[config.mk]
export PLATFORM = sky130hd
export DESIGN_NAME = scrf_ctrl
export DESIGN_NICKNAME = d
export VERILOG_FILES = /design/src/hdl/scrf_pkg.sv /design/src/hdl/scrf_ctrl.sv
export SDC_FILE = /design/constraint.sdc
export NUM_CORES = 1
export LEC_CHECK = 0
export ABC_CLOCK_PERIOD_IN_PS = 1560
export BUFFER_PORTS_ARGS = -buffer_cell sky130_fd_sc_hd__clkbuf_2
export CORE_ASPECT_RATIO = 0.9
export CORE_MARGIN = 2
export CORE_UTILIZATION = 39
export CTS_BUF_LIST = sky130_fd_sc_hd__clkbuf_16
export DETAILED_ROUTE_END_ITERATION = 8
export GPL_TIMING_DRIVEN = 0
export PLACE_DENSITY_LB_ADDON = 0.25
export SYNTH_ARGS = -nofsm -noshare
export SYNTH_HDL_FRONTEND = slang
export SYNTH_SLANG_ARGS = --single-unit
[constraint.sdc]
create_clock -name aclk -period 1.56 [get_ports aclk]
set_clock_uncertainty 0.2 [all_clocks]
set_input_delay 0.234 -clock aclk [delete_from_list [all_inputs] [get_ports aclk]]
set_output_delay 0.234 -clock aclk [all_outputs]
set_load 0.02 [all_outputs]
[src/hdl/scrf_pkg.sv]
package scrf_pkg;

    localparam int DEPTH = 64;
    localparam int AW    = 6;
    localparam int CW    = 7;

    localparam logic       REG_SIGMA  = 1'b0;
    localparam logic       REG_VCOUNT = 1'b1;
    localparam logic [15:0] SIGMA_RST  = 16'd768;
    localparam logic [3:0]  VCOUNT_RST = 4'd1;

    localparam logic [47:0] RATIO_POS_LIM = 48'h00_7F_FFFF_FFFF;
    localparam logic [47:0] RATIO_NEG_LIM = 48'h00_80_0000_0000;

    typedef struct packed {
        logic signed [31:0] x_value;
        logic signed [31:0] y_value;
        logic               last;
    } in_t;

    typedef struct packed {
        logic signed [31:0] kept_x;
        logic signed [31:0] kept_y;
        logic               has_point;
        logic               final_res;
        logic [6:0]         removed_count;
        logic               error;
    } out_t;

    typedef struct packed {
        logic capture;
        logic store_xy;
        logic store_ratio;
        logic count_zero;
        logic div_ratio;
        logic div_mean;
        logic div_var;
        logic take_mean;
        logic idx_clr;
        logic idx_inc;
        logic dev_abs;
        logic dev_m0;
        logic dev_m1;
        logic dev_m2;
        logic dev_sq;
        logic dev_acc;
        logic take_var;
        logic take_thr;
        logic take_bnd;
        logic em_chk;
        logic em_put;
        logic out_err;
        logic out_fin;
        logic clear;
    } cmd_t;

    typedef struct packed {
        logic last;
        logic full;
        logic y_zero;
        logic n_lt2;
        logic multi_var;
        logic div_done;
        logic sqrt_done;
        logic idx_end;
        logic keep;
        logic pend_valid;
        logic out_free;
    } status_t;

endpackage

[src/hdl/scrf_ctrl.sv]
module scrf_ctrl import scrf_pkg::*; (
    input  logic    aclk,
    input  logic    aresetn,
    input  logic    s_valid,
    output logic    s_ready,
    input  status_t sts,
    output cmd_t    cmd
);

    localparam logic [4:0] S_LOAD    = 5'd0;
    localparam logic [4:0] S_LD_CHK  = 5'd1;
    localparam logic [4:0] S_LD_DIV  = 5'd2;
    localparam logic [4:0] S_LD_DONE = 5'd3;
    localparam logic [4:0] S_ERR     = 5'd4;
    localparam logic [4:0] S_MEAN    = 5'd5;
    localparam logic [4:0] S_DEV_RD  = 5'd6;
    localparam logic [4:0] S_DEV_ABS = 5'd7;
    localparam logic [4:0] S_DEV_M0  = 5'd8;
    localparam logic [4:0] S_DEV_M1  = 5'd9;
    localparam logic [4:0] S_DEV_M2  = 5'd10;
    localparam logic [4:0] S_DEV_SQ  = 5'd11;
    localparam logic [4:0] S_DEV_ACC = 5'd12;
    localparam logic [4:0] S_VAR_GO  = 5'd13;
    localparam logic [4:0] S_VAR     = 5'd14;
    localparam logic [4:0] S_SQRT    = 5'd15;
    localparam logic [4:0] S_BND     = 5'd16;
    localparam logic [4:0] S_EM_RD   = 5'd17;
    localparam logic [4:0] S_EM_CHK  = 5'd18;
    localparam logic [4:0] S_EM_PUT  = 5'd19;
    localparam logic [4:0] S_EM_FIN  = 5'd20;

    logic [4:0] state_reg;
    logic [4:0] state_next;

    always_ff @(posedge aclk) begin
        if (!aresetn) begin
            state_reg <= S_LOAD;
        end else begin
            state_reg <= state_next;
        end
    end

    assign s_ready = aresetn && (state_reg == S_LOAD);

    always_comb begin
        cmd        = '0;
        state_next = state_reg;
        case (state_reg)
            S_LOAD: begin
                if (s_valid) begin
                    cmd.capture = 1'b1;
                    state_next  = S_LD_CHK;
                end
            end
            S_LD_CHK: begin
                if (sts.full) begin
                    state_next = S_LD_DONE;
                end else begin
                    cmd.store_xy = 1'b1;
                    if (sts.y_zero) begin
                        cmd.count_zero = 1'b1;
                        state_next     = S_LD_DONE;
                    end else begin
                        cmd.div_ratio = 1'b1;
                        state_next    = S_LD_DIV;
                    end
                end
            end
            S_LD_DIV: begin
                if (sts.div_done) begin
                    cmd.store_ratio = 1'b1;
                    state_next      = S_LD_DONE;
                end
            end
            S_LD_DONE: begin
                if (!sts.last) begin
                    state_next = S_LOAD;
                end else if (sts.multi_var) begin
                    state_next = S_ERR;
                end else if (sts.n_lt2) begin
                    state_next = S_EM_FIN;
                end else begin
                    cmd.div_mean = 1'b1;
                    state_next   = S_MEAN;
                end
            end
            S_ERR: begin
                if (sts.out_free) begin
                    cmd.out_err = 1'b1;
                    cmd.clear   = 1'b1;
                    state_next  = S_LOAD;
                end
            end
            S_MEAN: begin
                if (sts.div_done) begin
                    cmd.take_mean = 1'b1;
                    cmd.idx_clr   = 1'b1;
                    state_next    = S_DEV_RD;
                end
            end
            S_DEV_RD:  state_next = S_DEV_ABS;
            S_DEV_ABS: begin
                cmd.dev_abs = 1'b1;
                state_next  = S_DEV_M0;
            end
            S_DEV_M0: begin
                cmd.dev_m0 = 1'b1;
                state_next = S_DEV_M1;
            end
            S_DEV_M1: begin
                cmd.dev_m1 = 1'b1;
                state_next = S_DEV_M2;
            end
            S_DEV_M2: begin
                cmd.dev_m2 = 1'b1;
                state_next = S_DEV_SQ;
            end
            S_DEV_SQ: begin
                cmd.dev_sq = 1'b1;
                state_next = S_DEV_ACC;
            end
            S_DEV_ACC: begin
                cmd.dev_acc = 1'b1;
                cmd.idx_inc = 1'b1;
                state_next  = sts.idx_end ? S_VAR_GO : S_DEV_RD;
            end
            S_VAR_GO: begin
                cmd.div_var = 1'b1;
                state_next  = S_VAR;
            end
            S_VAR: begin
                if (sts.div_done) begin
                    cmd.take_var = 1'b1;
                    state_next   = S_SQRT;
                end
            end
            S_SQRT: begin
                if (sts.sqrt_done) begin
                    cmd.take_thr = 1'b1;
                    state_next   = S_BND;
                end
            end
            S_BND: begin
                cmd.take_bnd = 1'b1;
                cmd.idx_clr  = 1'b1;
                state_next   = S_EM_RD;
            end
            S_EM_RD:  state_next = S_EM_CHK;
            S_EM_CHK: begin
                cmd.em_chk = 1'b1;
                state_next = S_EM_PUT;
            end
            S_EM_PUT: begin
                if (!(sts.keep && sts.pend_valid && !sts.out_free)) begin
                    cmd.em_put  = 1'b1;
                    cmd.idx_inc = 1'b1;
                    state_next  = sts.idx_end ? S_EM_FIN : S_EM_RD;
                end
            end
            S_EM_FIN: begin
                if (sts.out_free) begin
                    cmd.out_fin = 1'b1;
                    cmd.clear   = 1'b1;
                    state_next  = S_LOAD;
                end
            end
            default: state_next = S_LOAD;
        endcase
    end

    a_capture_only_load: assert property (@(posedge aclk) disable iff (!aresetn)
        cmd.capture |-> state_reg == S_LOAD)
        else $error("request captured outside load");
    a_run_ends_idle: assert property (@(posedge aclk) disable iff (!aresetn)
        cmd.clear |=> state_reg == S_LOAD)
        else $error("run cleared without returning to load");
    a_div_wait: assert property (@(posedge aclk) disable iff (!aresetn)
        (cmd.div_ratio || cmd.div_mean || cmd.div_var) |=> !sts.div_done)
        else $error("divider done too early");

endmodule

==> results of run 1 <==
[kinds of logic after synthesis]
logic type	synth area share [%]
simple gates	51.7
compound gates	24.1
buf+inv	5.72
flops	14.3
mux	2.86
xor+xnor	1.25
[per-stage QoR]
stage | setup WS, ps | utilization [%]
2_1_floorplan | -214 | -
3_5_place_dp | -465 | 63.3
3_3_place_gp | -361 | 63.3
4_1_cts | -384 | 92.0
[synth_stat cells (2+ instances only)]
| library cell | count |
|---|---|
| o21ai_0 | 5 |
| mux2i_1 | 2 |
| or2_2 | 4 |
| a21oi_1 | 5 |
| dfxtp_1 | 5 |
| nor4_1 | 3 |
| nor2b_1 | 5 |
| nand2_1 | 6 |
| nor3_1 | 8 |
| o32ai_1 | 2 |
| nand3_1 | 4 |
| nor2_1 | 13 |
| a31oi_1 | 3 |
| nor3b_1 | 3 |
| buf_2 | 5 |
| and3_1 | 5 |
| a221oi_1 | 2 |
| nand3b_1 | 2 |
| or3_1 | 2 |
| and2_1 | 3 |
| inv_1 | 3 |
[what timing repair did]
item / in CTS
pin swaps: 18
setup endpoints to repair: 30
resized for setup: 71
gates cloned: 0
buffers inserted: 16
==> results.md, run 1 <==
* Die width at 48.6 um
* CTS sink count at 5
* Die Span Y at 44.2 um
* Post-synthesis sequential area ratio at 14.3%
* Primary FF master, synth: dfxtp_1
* Distinct cells, synth at 36
* H-tree depth at 1
* Buffers added on ports at 38
* Number of top-level pins at 39
* Synthesis-stage register bit count at 5
* Post-synth EDFFs at 0
* Cts-stage hold buffer count at 0
* Max clock buf depth at 2
* Placed insts at 167
* Starting density of the core at 41.6%
* Placed inst area at 0.00106 sq mm
* GP Congestion at 0.863
* CTS Buf Count at 3
* GRT worst endpoint: cmd[20]
* Syn Nets at 119
* Yosys warning total at 0
* Synth area leaders: dfxtp_1, nor2_1, nor3_1
* Largest net degree at the start of global routing at 11
* Placement row count at 14
* WEP type: primary output
* Clock root buffer: clkbuf_16
* Syn_area_per_cell at 6.66 sq um
* Hpwl dp at 1.87 mm
* Last stage: global routing (5_1_grt)
* Synth top area share at 14.3%
* Status: did not finish
* Cell Area, Synth at 699 sq um
* Cells after Synth at 105
* Dominant cell type by area after synthesis: dfxtp_1
* Asr flop ratio synth at 0%
* Tool Error: [ERROR DPL-0038] Utilization greater than 100%, impossible to legalize
==> run 2: changes to the inputs <==
==> config.mk (replaced) <==
export PLATFORM = sky130hd
export DESIGN_NAME = scrf_ctrl
export DESIGN_NICKNAME = d
export VERILOG_FILES = /design/src/hdl/scrf_pkg.sv /design/src/hdl/scrf_ctrl.sv
export SDC_FILE = /design/constraint.sdc
export NUM_CORES = 1
export LEC_CHECK = 0
export ABC_CLOCK_PERIOD_IN_PS = 2050
export BUFFER_PORTS_ARGS = -buffer_cell sky130_fd_sc_hd__clkbuf_2
export CORE_AREA = 2 2 63 65
export DETAILED_ROUTE_END_ITERATION = 8
export DIE_AREA = 0 0 65 67
export GPL_TIMING_DRIVEN = 0
export PLACE_DENSITY_LB_ADDON = 0.15
export SYNTH_ARGS = -nofsm -noshare
export SYNTH_HDL_FRONTEND = slang
export SYNTH_SLANG_ARGS = --single-unit
==> constraint.sdc (replaced) <==
create_clock -name aclk -period 2.05 [get_ports aclk]
set_clock_uncertainty 0.2 [all_clocks]
set_input_delay 0.3075 -clock aclk [delete_from_list [all_inputs] [get_ports aclk]]
set_output_delay 0.3075 -clock aclk [all_outputs]
set_load 0.02 [all_outputs]
==> results.md, run 2 <==
* Asr flop ratio synth at 0% (unchanged)
* Area taken by flip-flops and latches at 108 sq um
* DIE AREA at 0.00436 sq mm
* Crit path launch type: flop
* Crit path required time at 1540 ps
* Congestion Overflow GR at 0
* Setup CP Type: reg -> out
* Hpwl dp at 2.10 mm (+12%)
* Commonest non-fill, non-tap cell in the layout: clkbuf_2
* Worst IR Drop VDD at 504 uV
* Die Span Y at 67 um (+52%)
* Buffers added on ports at 38 (unchanged)
* Primary FF master, synth: dfxtp_1
* Synth top area share at 14.3% (unchanged)
* Period utilization at 97.0%
* Final Max Tran Viols at 0
* Placed insts at 191 (+14%)
* Post-route DRC at 0
* Post-synthesis sequential area ratio at 14.3% (unchanged)
* Max transition margin at 71.6%
* CTS tree: yes
* CTS Buf Count at 3 (unchanged)
* Most frequent cells in the layout: clkbuf_2, nor2_1, nand2_1
* Vias at 964
* Clock root buffer: clkbuf_8
* Filler cells at 407
* # nets final at 164
* Vias/cell at 4.89
* Initial DRC Count at 46
* Top-count cell post-synth: nor2_1
* H-tree depth at 1 (unchanged)
* Area of the multi-input gates at 638 sq um
* CP arrival at 1480 ps
* Post-route minimum period at 1990 ps
* Number of top-level pins at 39 (unchanged)
* GP Congestion at 0.814 (-5.6%)
* Routed WL at 2.71 mm
* Area grow syn2layout at 63.3%
* Max-capacitance violation count at 0
* Slew @ Worst Pin at 416 ps
* Critical-path top delay cell: or3_4
* Core area at 0.00361 sq mm
* Cell Area, Synth at 699 sq um (unchanged)
* Post-DR wirelength/cell at 13.8 um
* Share of post-route cells with drive strength above 1 at 48.3%
* Top post-synthesis cells by count: nor2_1, nor3_1, nand2_1
* Diode count at 0
* Lkg Pwr at 0.492 nW
* Largest register FFs at 5
* Final hold violations at 0
* Synth area leaders: dfxtp_1, nor2_1, nor3_1
* Cell Count, Final, Fillers Out at 197
* Initial antenna violation count at 0
* First-pass GRT wire length at 4.16 mm
* Syn_area_per_cell at 6.66 sq um (unchanged)
* Synthesis-stage register bit count at 5 (unchanged)
* Max Freq at 503 MHz
* Syn Nets at 119 (unchanged)
* Post-synth EDFFs at 0 (unchanged)
* Number of global-route vias before repair at 852
* Placement row count at 22 (+8)
* CTS sink count at 5 (unchanged)
* Starting density of the core at 19.4% (-22 points)
* Pwr Total at 1.16 mW
* PwrDens at 1020 mW/mm^2
* Critical Path Fanout Max at 10
* Die width at 65 um (+34%)
* Critical path capture point type: output port
* Worst-Skew Late Latency at 220 ps
* Distinct cells, synth at 36 (unchanged)
* Worst-path cell chain: buf_6 > or3_4 > buf_4 > nor2_1 > clkbuf_2
* Cts-stage hold buffer count at 0 (unchanged)
* Routed Antenna Nets at 0
* Slowest Stage Delay on Critical Path at 370 ps
* Clock transition at path regs at 40 ps
* Largest net degree at the start of global routing at 11
* Dominant cell type by area after synthesis: dfxtp_1
* Path type of the worst min-delay path: in -> reg
* Overall routing resource usage at 12.6%
* Max clock buf depth at 2 (unchanged)
* Status: finished clean
* Final setup vio count at 0
* TritonRoute pass-1 iters at 4
* Yosys warning total at 0 (unchanged)
* Cells after Synth at 105 (unchanged)
run 2: repair_timing:
item,4_1_cts,5_1_grt
gates resized for setup,20,15
endpoints found under the setup margin,7,10
setup buffers,1,1
pin swaps,5,3
run 2: final timing paths:
path,slack (ps),endpoint,startpoint,depth (start not counted)
hold reg to reg,440,state_reg[0],state_reg[0],3
setup / recovery,60,cmd[11],state_reg[1],5
setup reg to reg,160,state_reg[1],state_reg[3],5
hold / removal,180,state_reg[3],aresetn,3
run 2: cell families (layout without fill, tap and decap cells):
family | count (synthesis) | after routing | share of synthesized area [%]
simple gates | 65 | 65 | 51.7
compound gates | 23 | 23 | 24.1
buf+inv | 9 | 53 | 5.72
flops | 5 | 5 | 14.3
mux | 2 | 2 | 2.86
xor+xnor | 1 | 1 | 1.25
run 2: critical path, delay by kind of cell (launching register included):
| family | cells | cell delay, ps |
|---|---|---|
| buffers and inverters | 3 | 480 |
| AND/OR/NAND/NOR | 2 | 460 |
| flip-flops | 1 | 320 |
run 2: layout make-up:
type / instances / area share (%)
multi-input combinational: 91 / 55.9
timing repair buffer: 40 / 19.8
sequential: 5 / 9.42
tap: 48 / 5.26
buffer: 6 / 4.71
clock buffer: 4 / 3.94
inverter: 3 / 0.986
run 2: power breakdown:
| part | internal (mW) | total, mW | leakage (nW) | switching [mW] |
|---|---|---|---|---|
| registers | 0.130 | 0.169 | 0.0429 | 0.0387 |
| clock network | 0.133 | 0.181 | 0.0228 | 0.0478 |
| logic | 0.341 | 0.814 | 0.426 | 0.473 |
run 2: routing by layer:
| layer | GRT usage, % | part of all wire (%) | vias up | wire length, um |
|---|---|---|---|---|
| met5 | 0 | 0 | - | 0 |
| met4 | 3.99 | 1.4 | 0 | 39 |
| met3 | 4.22 | 6.4 | 7 | 174 |
| met2 | 19.3 | 44 | 33 | 1200 |
| met1 | 16.5 | 48 | 450 | 1300 |
| li1 | - | - | 474 | - |
run 2: metrics by stage:
step	worst slack, ps	hold WS, ps	setup TNS (ps)	area [sq um]	utilization, %
2_1_floorplan	6.21	249	0	713	-
3_3_place_gp	35.4	423	0	963	26.7
3_5_place_dp	38.4	424	0	963	26.7
4_1_cts	0.260	189	0	1080	30.0
5_1_grt	-5.66	196	-5.66	1140	31.7
6_report	61.4	183	0	1140	31.7
(Power assumes the default switching activity.)
